$ cat config.mk
export PLATFORM = sky130hd
export DESIGN_NAME = pulse_run_to_byte_decoder
export DESIGN_NICKNAME = d
export VERILOG_FILES = /design/src/rtl/prtb_pkg.sv /design/src/rtl/prtb_div.sv /design/src/rtl/pulse_run_to_byte_decoder.sv
export SDC_FILE = /design/constraint.sdc
export NUM_CORES = 1
export LEC_CHECK = 0
export BUFFER_PORTS_ARGS = -buffer_cell sky130_fd_sc_hd__clkbuf_2
export CAP_MARGIN = 30
export CORE_MARGIN = 2
export CORE_UTILIZATION = 40
export CTS_BUF_LIST = sky130_fd_sc_hd__clkbuf_8
export CTS_CLUSTER_SIZE = 16
export DETAILED_ROUTE_END_ITERATION = 6
export PLACE_DENSITY = 0.63
export REMOVE_ABC_BUFFERS = 1
export SLEW_MARGIN = 20
export SYNTH_ARGS = -nofsm -noshare
export SYNTH_HDL_FRONTEND = slang
export SYNTH_SLANG_ARGS = --single-unit
$ cat constraint.sdc
create_clock -name clk -period 5.8 [get_ports clk]
set_input_delay 0.87 -clock clk [delete_from_list [all_inputs] [get_ports clk]]
set_output_delay 0.87 -clock clk [all_outputs]
set_load 0.03 [all_outputs]
$ cat src/rtl/prtb_pkg.sv
// shared constants and types for the pulse run to byte decoder
`default_nettype none

package prtb_pkg;

    localparam int DUR_W       = 15;
    localparam int RUN_W       = 16;
    localparam int NUM_W       = RUN_W + 1;
    localparam int BYTE_W      = 8;
    localparam int BCNT_W      = 3;
    localparam int KBITS_W     = BCNT_W + 1;
    localparam int MAX_RESULTS = 32;
    localparam int RCNT_W      = 6;
    localparam int CFG_IDX_W   = 2;
    localparam int CFG_DATA_W  = 16;
    localparam int PERIOD_W    = 8;
    localparam int GLITCH_W    = 8;

    localparam logic [CFG_IDX_W-1:0] CFG_BIT_PERIOD = 2'd0;
    localparam logic [CFG_IDX_W-1:0] CFG_MIN_RUN    = 2'd1;
    localparam logic [CFG_IDX_W-1:0] CFG_GLITCH_MAX = 2'd2;

    localparam logic [PERIOD_W-1:0] BIT_PERIOD_RST = 8'd35;
    localparam logic [RUN_W-1:0]    MIN_RUN_RST    = 16'd10;
    localparam logic [GLITCH_W-1:0] GLITCH_MAX_RST = 8'd3;

    typedef logic [RUN_W-1:0]    run_t;
    typedef logic [NUM_W-1:0]    numer_t;
    typedef logic [PERIOD_W-1:0] period_t;
    typedef logic [BYTE_W-1:0]   byte_t;

    typedef struct packed {
        logic   start;
        numer_t numer;
        period_t divisor;
    } div_req_t;

    typedef struct packed {
        logic   done;
        numer_t quotient;
    } div_rsp_t;

endpackage

`default_nettype wire

$ cat src/rtl/prtb_div.sv
// restoring divider, one quotient bit per cycle
`default_nettype none

module prtb_div
    import prtb_pkg::*;
(
    input  wire logic     clk,
    input  wire logic     rst_n,
    input  wire div_req_t req,
    output div_rsp_t      rsp
);

    localparam int STEP_W = $clog2(NUM_W + 1);

    logic                busy_reg, busy_next;
    logic                done_reg, done_next;
    logic [STEP_W-1:0]   steps_reg, steps_next;
    numer_t              quo_reg, quo_next;
    period_t             rem_reg, rem_next;
    period_t             div_reg, div_next;
    logic [PERIOD_W+1:0] trial;
    logic [PERIOD_W:0]   partial;
    logic                fits;

    always_comb
    begin
        partial = {rem_reg, quo_reg[NUM_W-1]};
        trial   = {1'b0, partial} - {2'b00, div_reg};
        fits    = ~trial[PERIOD_W+1];

        busy_next  = busy_reg;
        done_next  = 1'b0;
        steps_next = steps_reg;
        quo_next   = quo_reg;
        rem_next   = rem_reg;
        div_next   = div_reg;

        if (req.start)
        begin
            busy_next  = 1'b1;
            steps_next = STEP_W'(NUM_W);
            quo_next   = req.numer;
            rem_next   = '0;
            div_next   = req.divisor;
        end
        else if (busy_reg)
        begin
            quo_next   = {quo_reg[NUM_W-2:0], fits};
            rem_next   = fits ? trial[PERIOD_W-1:0] : partial[PERIOD_W-1:0];
            steps_next = steps_reg - STEP_W'(1);
            if (steps_reg == STEP_W'(1))
            begin
                busy_next = 1'b0;
                done_next = 1'b1;
            end
        end
    end

    always_ff @(posedge clk or negedge rst_n)
    begin
        if (!rst_n)
        begin
            busy_reg  <= 1'b0;
            done_reg  <= 1'b0;
            steps_reg <= '0;
        end
        else
        begin
            busy_reg  <= busy_next;
            done_reg  <= done_next;
            steps_reg <= steps_next;
        end
    end

    always_ff @(posedge clk)
    begin
        quo_reg <= quo_next;
        rem_reg <= rem_next;
        div_reg <= div_next;
    end

    assign rsp.done     = done_reg;
    assign rsp.quotient = quo_reg;

endmodule

`default_nettype wire

$ cat src/rtl/pulse_run_to_byte_decoder.sv
// pulse run to byte decoder top level: run tracking, bit slicing and byte output
// a pulse that does not close a run is absorbed in idle; the next item is taken right after
// a pulse that closes a run of at least min_run ticks starts the divider (ST_DIV), then the
// run's bits are packed into the current byte one group at a time, each group filling it as
// far as it goes (ST_EMIT, held while the output is stalled); input stalls until back in idle
// bytes leave through registered outputs (out_valid, data_byte, last) as emit fills them
// reset clears all run state and loads the register defaults 35, 10 and 3
`default_nettype none

module pulse_run_to_byte_decoder
    import prtb_pkg::*;
#(
    parameter int RUN_BITS_MAX = 255
)
(
    input  wire logic                  clk,
    input  wire logic                  rst_n,
    input  wire logic                  in_valid,
    output logic                       in_stall,
    input  wire logic                  start_packet,
    input  wire logic                  level,
    input  wire logic [DUR_W-1:0]      duration,
    output logic                       out_valid,
    input  wire logic                  out_stall,
    output logic [BYTE_W-1:0]          data_byte,
    output logic                       last,
    input  wire logic                  cfg_valid,
    output logic                       cfg_ready,
    input  wire logic [CFG_IDX_W-1:0]  cfg_index,
    input  wire logic [CFG_DATA_W-1:0] cfg_data
);

    localparam int RB_W = $clog2(RUN_BITS_MAX + 1);

    localparam logic [1:0] ST_IDLE = 2'd0;
    localparam logic [1:0] ST_DIV  = 2'd1;
    localparam logic [1:0] ST_EMIT = 2'd2;

    logic [1:0]        state_reg, state_next;
    period_t           bit_period_reg;
    run_t              min_run_reg;
    logic [GLITCH_W-1:0] glitch_max_reg;

    logic              have_run_reg, have_run_next;
    logic              run_level_reg, run_level_next;
    run_t              run_length_reg, run_length_next;
    byte_t             shift_byte_reg, shift_byte_next;
    logic [BCNT_W-1:0] bit_count_reg, bit_count_next;
    logic              emit_level_reg, emit_level_next;
    logic [RB_W-1:0]   rem_bits_reg, rem_bits_next;
    logic [RCNT_W-1:0] byte_cnt_reg, byte_cnt_next;
    logic              out_valid_reg, out_valid_next;
    byte_t             data_byte_reg, data_byte_next;
    logic              last_reg, last_next;

    logic              in_fire;
    logic              sp_have;
    logic              sp_level;
    run_t              sp_len;
    numer_t            run_sum;
    period_t           period_eff;
    div_req_t          div_req;
    div_rsp_t          div_rsp;

    logic [KBITS_W-1:0] space;
    logic [KBITS_W-1:0] kbits;
    logic [KBITS_W-1:0] count_sum;
    byte_t              shifted;
    byte_t              fill;
    byte_t              new_byte;
    logic [RB_W-1:0]    rem_after;
    logic               full;
    logic               report;
    logic               emit_hold;

    prtb_div u_div
    (
        .clk   (clk),
        .rst_n (rst_n),
        .req   (div_req),
        .rsp   (div_rsp)
    );

    assign in_stall  = (state_reg != ST_IDLE);
    assign in_fire   = in_valid && !in_stall;
    assign cfg_ready = 1'b1;

    always_ff @(posedge clk or negedge rst_n)
    begin
        if (!rst_n)
        begin
            bit_period_reg <= BIT_PERIOD_RST;
            min_run_reg    <= MIN_RUN_RST;
            glitch_max_reg <= GLITCH_MAX_RST;
        end
        else if (cfg_valid && cfg_ready)
        begin
            unique case (cfg_index)
                CFG_BIT_PERIOD: bit_period_reg <= cfg_data[PERIOD_W-1:0];
                CFG_MIN_RUN:    min_run_reg    <= cfg_data[RUN_W-1:0];
                CFG_GLITCH_MAX: glitch_max_reg <= cfg_data[GLITCH_W-1:0];
                default:        ;
            endcase
        end
    end

    assign period_eff = (bit_period_reg == '0) ? period_t'(1) : bit_period_reg;

    always_comb
    begin
        sp_have  = start_packet ? 1'b0 : have_run_reg;
        sp_level = start_packet ? 1'b0 : run_level_reg;
        sp_len   = start_packet ? '0 : run_length_reg;
        run_sum  = {1'b0, sp_len} + numer_t'(duration);

        space     = KBITS_W'(BYTE_W) - {1'b0, bit_count_reg};
        kbits     = (rem_bits_reg >= RB_W'(space)) ? space : KBITS_W'(rem_bits_reg);
        shifted   = shift_byte_reg << kbits;
        fill      = ~(8'hFF << kbits);
        new_byte  = shifted | (emit_level_reg ? fill : '0);
        count_sum = {1'b0, bit_count_reg} + kbits;
        full      = count_sum[BCNT_W];
        rem_after = rem_bits_reg - RB_W'(kbits);
        report    = full && (byte_cnt_reg < RCNT_W'(MAX_RESULTS));
        emit_hold = report && out_valid_reg && out_stall;

        div_req.start   = 1'b0;
        div_req.numer   = {1'b0, sp_len} + numer_t'(period_eff[PERIOD_W-1:1]);
        div_req.divisor = period_eff;

        state_next      = state_reg;
        have_run_next   = have_run_reg;
        run_level_next  = run_level_reg;
        run_length_next = run_length_reg;
        shift_byte_next = shift_byte_reg;
        bit_count_next  = bit_count_reg;
        emit_level_next = emit_level_reg;
        rem_bits_next   = rem_bits_reg;
        byte_cnt_next   = byte_cnt_reg;
        out_valid_next  = out_valid_reg && out_stall;
        data_byte_next  = data_byte_reg;
        last_next       = last_reg;

        unique case (state_reg)
            ST_IDLE:
            begin
                if (in_fire)
                begin
                    have_run_next   = sp_have;
                    run_level_next  = sp_level;
                    run_length_next = sp_len;
                    if (start_packet)
                    begin
                        shift_byte_next = '0;
                        bit_count_next  = '0;
                    end
                    if (duration != '0)
                    begin
                        if (!sp_have)
                        begin
                            have_run_next   = 1'b1;
                            run_level_next  = level;
                            run_length_next = run_t'(duration);
                        end
                        else if (level == sp_level ||
                                 {1'b0, duration} < RUN_W'(glitch_max_reg))
                        begin
                            run_length_next = run_sum[RUN_W] ? '1 : run_sum[RUN_W-1:0];
                        end
                        else
                        begin
                            if (sp_len >= min_run_reg)
                            begin
                                div_req.start   = 1'b1;
                                emit_level_next = sp_level;
                                state_next      = ST_DIV;
                            end
                            run_level_next  = level;
                            run_length_next = run_t'(duration);
                        end
                    end
                end
            end
            ST_DIV:
            begin
                if (div_rsp.done)
                begin
                    byte_cnt_next = '0;
                    if (div_rsp.quotient > NUM_W'(RUN_BITS_MAX))
                        rem_bits_next = RB_W'(RUN_BITS_MAX);
                    else
                        rem_bits_next = div_rsp.quotient[RB_W-1:0];
                    if (div_rsp.quotient == '0)
                        state_next = ST_IDLE;
                    else
                        state_next = ST_EMIT;
                end
            end
            ST_EMIT:
            begin
                if (!emit_hold)
                begin
                    rem_bits_next = rem_after;
                    if (full)
                    begin
                        shift_byte_next = '0;
                        bit_count_next  = '0;
                        if (report)
                        begin
                            out_valid_next = 1'b1;
                            data_byte_next = new_byte;
                            last_next      = (rem_after < RB_W'(BYTE_W)) ||
                                             (byte_cnt_reg == RCNT_W'(MAX_RESULTS - 1));
                            byte_cnt_next  = byte_cnt_reg + RCNT_W'(1);
                        end
                    end
                    else
                    begin
                        shift_byte_next = new_byte;
                        bit_count_next  = count_sum[BCNT_W-1:0];
                    end
                    if (rem_after == '0)
                        state_next = ST_IDLE;
                end
            end
            default:
            begin
                state_next = ST_IDLE;
            end
        endcase
    end

    always_ff @(posedge clk or negedge rst_n)
    begin
        if (!rst_n)
        begin
            state_reg      <= ST_IDLE;
            have_run_reg   <= 1'b0;
            run_level_reg  <= 1'b0;
            run_length_reg <= '0;
            shift_byte_reg <= '0;
            bit_count_reg  <= '0;
            emit_level_reg <= 1'b0;
            rem_bits_reg   <= '0;
            byte_cnt_reg   <= '0;
            out_valid_reg  <= 1'b0;
        end
        else
        begin
            state_reg      <= state_next;
            have_run_reg   <= have_run_next;
            run_level_reg  <= run_level_next;
            run_length_reg <= run_length_next;
            shift_byte_reg <= shift_byte_next;
            bit_count_reg  <= bit_count_next;
            emit_level_reg <= emit_level_next;
            rem_bits_reg   <= rem_bits_next;
            byte_cnt_reg   <= byte_cnt_next;
            out_valid_reg  <= out_valid_next;
        end
    end

    always_ff @(posedge clk)
    begin
        data_byte_reg <= data_byte_next;
        last_reg      <= last_next;
    end

    assign out_valid = out_valid_reg;
    assign data_byte = data_byte_reg;
    assign last      = last_reg;

    a_emit_has_bits: assert property (@(posedge clk) disable iff (!rst_n)
        state_reg == ST_EMIT |-> rem_bits_reg != '0)
        else $error("emit state with no bits left");

    a_byte_cnt_bound: assert property (@(posedge clk) disable iff (!rst_n)
        byte_cnt_reg <= RCNT_W'(MAX_RESULTS))
        else $error("byte count beyond result limit");

    a_div_done_in_div: assert property (@(posedge clk) disable iff (!rst_n)
        div_rsp.done |-> state_reg == ST_DIV)
        else $error("divider finished outside divide state");

    a_div_start_idle: assert property (@(posedge clk) disable iff (!rst_n)
        div_req.start |=> state_reg == ST_DIV)
        else $error("divide started without entering divide state");

endmodule

`default_nettype wire

-- After elaboration in Yosys (flattened, before gate mapping)
Index checks and enable logic that the tools add are counted.
- RAM bits: 0
- flip-flop bits (word level): 128
- memories: 0
- memory bits (read-only): 0
- logic and storage cells: 153
- output and inout port bits: 12
- latch bits: 0
- reduce and logical (&&, ||, !) cells: 28
- equal/unequal tests: 18
- add/sub/neg operators: 8
- multiplexer cells: 64
- multipliers: 0
- shifts and indexed selects: 2
- div/mod/pow operators: 0
- bitwise operators: 5
- magnitude comparators: 6
- operators with widths (cell ; number):
    $mux W16 ; 5
    $mux W8 ; 10
    $mux W17 ; 2
    $pmux W8 S2 ; 2
    $mux W6 ; 4
    $mux W1 ; 22
    $ne A2 B2 Y1 const B ; 10
    $mux W2 ; 9
    $add A16 B15 Y17 ; 1
    $add A16 B7 Y17 ; 1
    $gt A17 B8 Y1 const B ; 1
    $logic_not A17 Y1 ; 1
    $ge A16 B16 Y1 ; 1
    $logic_not A8 Y1 ; 2
    $lt A15 B8 Y1 ; 1
    $reduce_bool A15 Y1 ; 1
    $mux W3 ; 4
    $pmux W6 S2 ; 1
    $mux W5 ; 2
    $sub A9 B8 Y10 ; 1
    $ge A8 B4 Y1 ; 1
    $lt A8 B4 Y1 const B ; 1
    $not A8 Y8 ; 1
    $or A8 B8 Y8 ; 1
    29 further kinds ; 46

-- Longest topological paths before layout
- depth after elaboration: 10
- depth in mapped cells: 18
- mapped depth without buffers: 17

-- Cells and area by module
A second synthesis with hierarchy kept.
- cell total of the unflattened synthesis: 867
- area total of the unflattened synthesis: 8456.9 um^2
- by module, submodules not included (module ; times used ; cells an instance ; area each (um^2)):
    pulse_run_to_byte_decoder ; 1 ; 698 ; 6422.4
    prtb_div ; 1 ; 169 ; 2034.5

-- Worst setup path before layout
No wires, ideal clock.
- path kind: reg-to-reg
- start: register bit_count_reg[0]
- end: register state_reg[1]
- path buffers: 1
- slack: 1.279 ns
- library setup time: 0.126 ns
- arrival time: 4.395 ns
- cell stages (with the launch flop): 19
- path through: dfrtp_1 -> nor3_1 -> inv_1 -> ha_1 -> nor2_1 -> o211ai_1 -> o22a_1 -> buf_2 -> mux2i_4 -> inv_1 -> ha_1 -> inv_1 -> ha_1 -> a211oi_1 -> and3b_1 -> a2111o_1 -> xnor2_1 -> or4_4 -> o32a_1
- longest elaborated chain between the ends: 9
- elaborated cells on any way between the ends: 12
- classes of those cells: add/sub: 3; order compare: 1; eq/ne: 2; mux: 1; reduce/logical: 5
- ends and longest elaborated chain (what ; RTL line ; text):
    from (decl) ; pulse_run_to_byte_decoder.sv:48 ; logic [BCNT_W-1:0] bit_count_reg, bit_count_next;
    from (signal assigned) ; pulse_run_to_byte_decoder.sv:255 ; bit_count_reg <= bit_count_next;
    branches (longest 8 deep; another with $ge A8 B4 Y1) ; -- ;
    $reduce_and A8 Y1 (no line) * ; -- ;
    to (signal assigned) ; pulse_run_to_byte_decoder.sv:250 ; state_reg <= state_next;
    to (decl) ; pulse_run_to_byte_decoder.sv:39 ; logic [1:0] state_reg, state_next;
Mark *: on every way between the ends.
A chain may end at the register's enable or synchronous reset.

-- Worst setup path after layout
Same ends and word-level chain as after synthesis.

==> metrics.md <==
| Metric | Value |
|---|---|
| Peak VDD IR | roughly 190 uV |
| Least-Margin Pin Slew | 879.3 ps |
| IO buf count | 50 |
| Fin Setup TNS | 0 ps |
| Antenna Nets Post-Route | 0 |
| Leading area contributor after synthesis | dfrtp_1 |
| Max cap viols | 0 |
| Achievable frequency | between 150 and 200 MHz |
| Post-synth EDFFs | 34 |
| Total of warnings raised by yosys | 0 |
| Net Switching | 1.666 mW |
| Clock slew at reported path FFs | approximately 80 ps |
| Largest net degree at the start of global routing | 49 |
| I/O pins | 52 |
| Max reg flops | 17 |
| Sequential element share of the synthesized area | between 30% and 40% |
| Num CTS Buffers | 17 |
| Most frequent cells in the layout | dfrtp_1, nand2_1, inv_1 |
| Initial antenna violation count | 0 |
| Core area | around 21000 sq um |
| Die Width | between 150 and 200 microns |
| DRC Markers | 0 |
| CTS tree | built |
| Comb pwr share | a little under half |
| Slowest CP cell | or4_4 |
| Critical path class | reg -> reg |
| #FFs+latches synth | about 130 |
| Max Slew Vio Count | 0 |
| Sequential share of power | 35.1% |
| DP Area | between 9000 and 10000 sq um |
| Status | finished clean |
| Fin crit period | approximately 5000 ps |
| Starting density of the core | between 40% and 50% |
| Die height | approximately 150 microns |
| Post-synth top area share | 23.04% |
| Average wire per standard cell | approximately 16 microns |
| Wirelength, routed | 18960 microns |
| Clock Sinks | between 100 and 150 |
| Worst-case clock buffer depth | 2 |
| Final #Nets | 1037 |
| Startpoint Class | flip-flop |
| Critical Path RT | roughly 6100 ps |
| H-tree levels | 4 |
| Total grt overflow | 0 |
| Crit path arrival time | around 5500 ps |
| Clk_lat worst skew | roughly 460 ps |
| Critical path endpoint category | flip-flop |
| Pint | 2.436 mW |
| Hold Crit Class | in -> async |
| Tcrit/Tclk final | between 80% and 90% |
| Synth Instances | roughly 900 |
| Critical-path cell list | nor3_1 -> inv_1 -> ha_1 -> a21boi_0 -> o22a_1 -> mux2i_4 -> inv_1 -> ha_1 -> inv_1 -> ha_1 -> a211oi_1 -> o21bai_1 -> a2111o_1 -> xnor2_1 -> or4_4 -> o32a_1 |
| Slowest cell delay on critical path | a little under 500 ps |
| Sw Share | about two fifths |
| # setup viols final | 0 |
| Postcts setup bufs | 0 |
| Setup slack after layout | around 660 ps |
| P&R area growth vs syn | 10.47% |
| Rows | 53 |
| Hold Vio Cnt, Final | 0 |
| Post-Syn Area | 8579 sq um |
| GRT Resource Usage Total | a little under a fifth |
| Dpl ws | 711.8 ps |
| Vias | roughly 6.5k |
| Vias in the first global route | between 6k and 7k |
| Root Buffer | clkbuf_8 |
| Share of cells above drive strength 1 | between 15 and 20% |
| Most used DFF post-synth | dfrtp_1 |
| DR vias/cell | 5.355 |
| # hold bufs at CTS | 0 |
| DRT iter0 DRCs | 273 |
| Most common cell after layout, fill and taps aside | dfrtp_1 |
| DRT Pass-1 Iters | 5 |
| Slew HR | 41.20% |
| Clock share of power | approximately 18% |
| Post-DP HPWL | 14540 microns |
| Unrepaired setup endpoints after global routing | false |
| Post-CTS sizing | 0 |
| Global placement routability congestion | 0.8910 |
| Placed Cells incl. Taps | about 1.2k |
| Final instance area | ~9500 sq um |
| Syn_area_per_cell | around 9.7 sq um |
| First-pass GRT wire length | about 33000 microns |
| Pwr Density | approximately 430 nW/um^2 |
| Skew final | around 23 ps |
| Crit Path Max Fanout | 9 |
| Fin cells | between 1k and 1.5k |
| Pleak | ~4.2 nW |
| Antenna cells | 0 |
| Largest cells by area after synthesis | dfrtp_1, edfxtp_1, ha_1, mux2_2, o21ai_0 |
| Die area | 22640 sq um |
| Count of cell types in the netlist | 76 |
| Asr flop ratio synth | 67.19% |
power by group through the flow:
stage	combinational, mW	sequential (mW)	clock [mW]
global route	2.18	1.48	0.805
CTS	1.93	1.44	0.765
global placement	1.89	1.45	0
finish	1.92	1.44	0.741
floorplan	1.53	1.38	0
detailed placement	1.92	1.45	0
synth_stat cells (all sizes together), types with 7 or more instances:
cell type  count
a211oi        11
a21boi         8
a21o          12
a21oi         28
a22o          13
and3           7
clkbuf        32
dfrtp         79
dfstp          7
dfxtp          8
edfxtp        34
ha            64
inv           64
mux2          53
mux2i         24
nand2         75
nand2b        19
nand3         11
nand4         11
nor2          48
nor2b         25
nor3          26
nor3b          7
nor4           7
o211ai         8
o21a          10
o21ai         63
xnor2         27
xor2          12
metrics by stage:
stage / utilization (%) / hold slack [ps] / total power, mW
final: 45.09 / 397.6 / 4.102
after CTS: 45.09 / 401.7 / 4.134
after floorplan: - / 437.9 / 2.906
after global routing: 45.09 / 423.6 / 4.463
after global placement: 43.25 / 453.4 / 3.341
after detailed placement: 43.32 / 462.8 / 3.374
routing by layer:
metal | share of wire (%) | vias to the layer above | wire, microns | global-route usage, %
met5 | 0 | - | 0 | 0
met4 | 1.0 | 0 | 193 | 4.057
met3 | 3.9 | 15 | 736 | 3.879
met2 | 48 | 122 | 9041 | 30.25
met1 | 47 | 3084 | 8987 | 24.15
li1 | - | 3301 | - | -
path summary, 6_finish.rpt:
kind,from,endpoint,slack [ps],cells after the start
worst max-delay path,bit_count_reg[0],state_reg[1],660,16
worst min-delay path,rst_n,byte_cnt_reg[0],400,1
worst max register to register,bit_count_reg[0],state_reg[1],660,16
worst min register to register,run_length_reg[5],run_length_reg[5],470,2
max in group asynchronous,rst_n,min_run_reg[9],4340,2
min in group clk,run_length_reg[5],run_length_reg[5],470,2
logic make-up (layout without fill, tap and decap cells):
group | Yosys count | after routing | synth area share [%]
simple gates | 271 | 271 | 16.23
compound gates | 203 | 203 | 16.17
flops | 128 | 128 | 38.95
buf+inv | 100 | 155 | 4.448
mux | 77 | 77 | 9.902
fa+ha+maj | 69 | 69 | 10.27
xor+xnor | 39 | 39 | 3.981
other cells | 1 | 1 | 0.04371
critical path, delay by kind of cell, from the launching register on:
kind | cells | cell delay (ps)
AOI/OAI and AO/OA | 6 | 2250
xor gates and xnor gates | 1 | 140
adders and majority gates | 3 | 770
buffers and inverters | 3 | 380
DFF | 1 | 460
muxes | 1 | 200
and+or+nand+nor | 2 | 800
area by class of cell:
type                    instances  area, sq um
well taps                     275        344.1
repair buffers                 59        320.3
clock buffers                  17        234.0
inverters                      64        240.2
flip-flops and latches        128         3342
multi-input cells             660         4861
clock inverters                15        136.4
fillers                      2017        11540
Note: power is estimated with default switching activity, not from simulation.
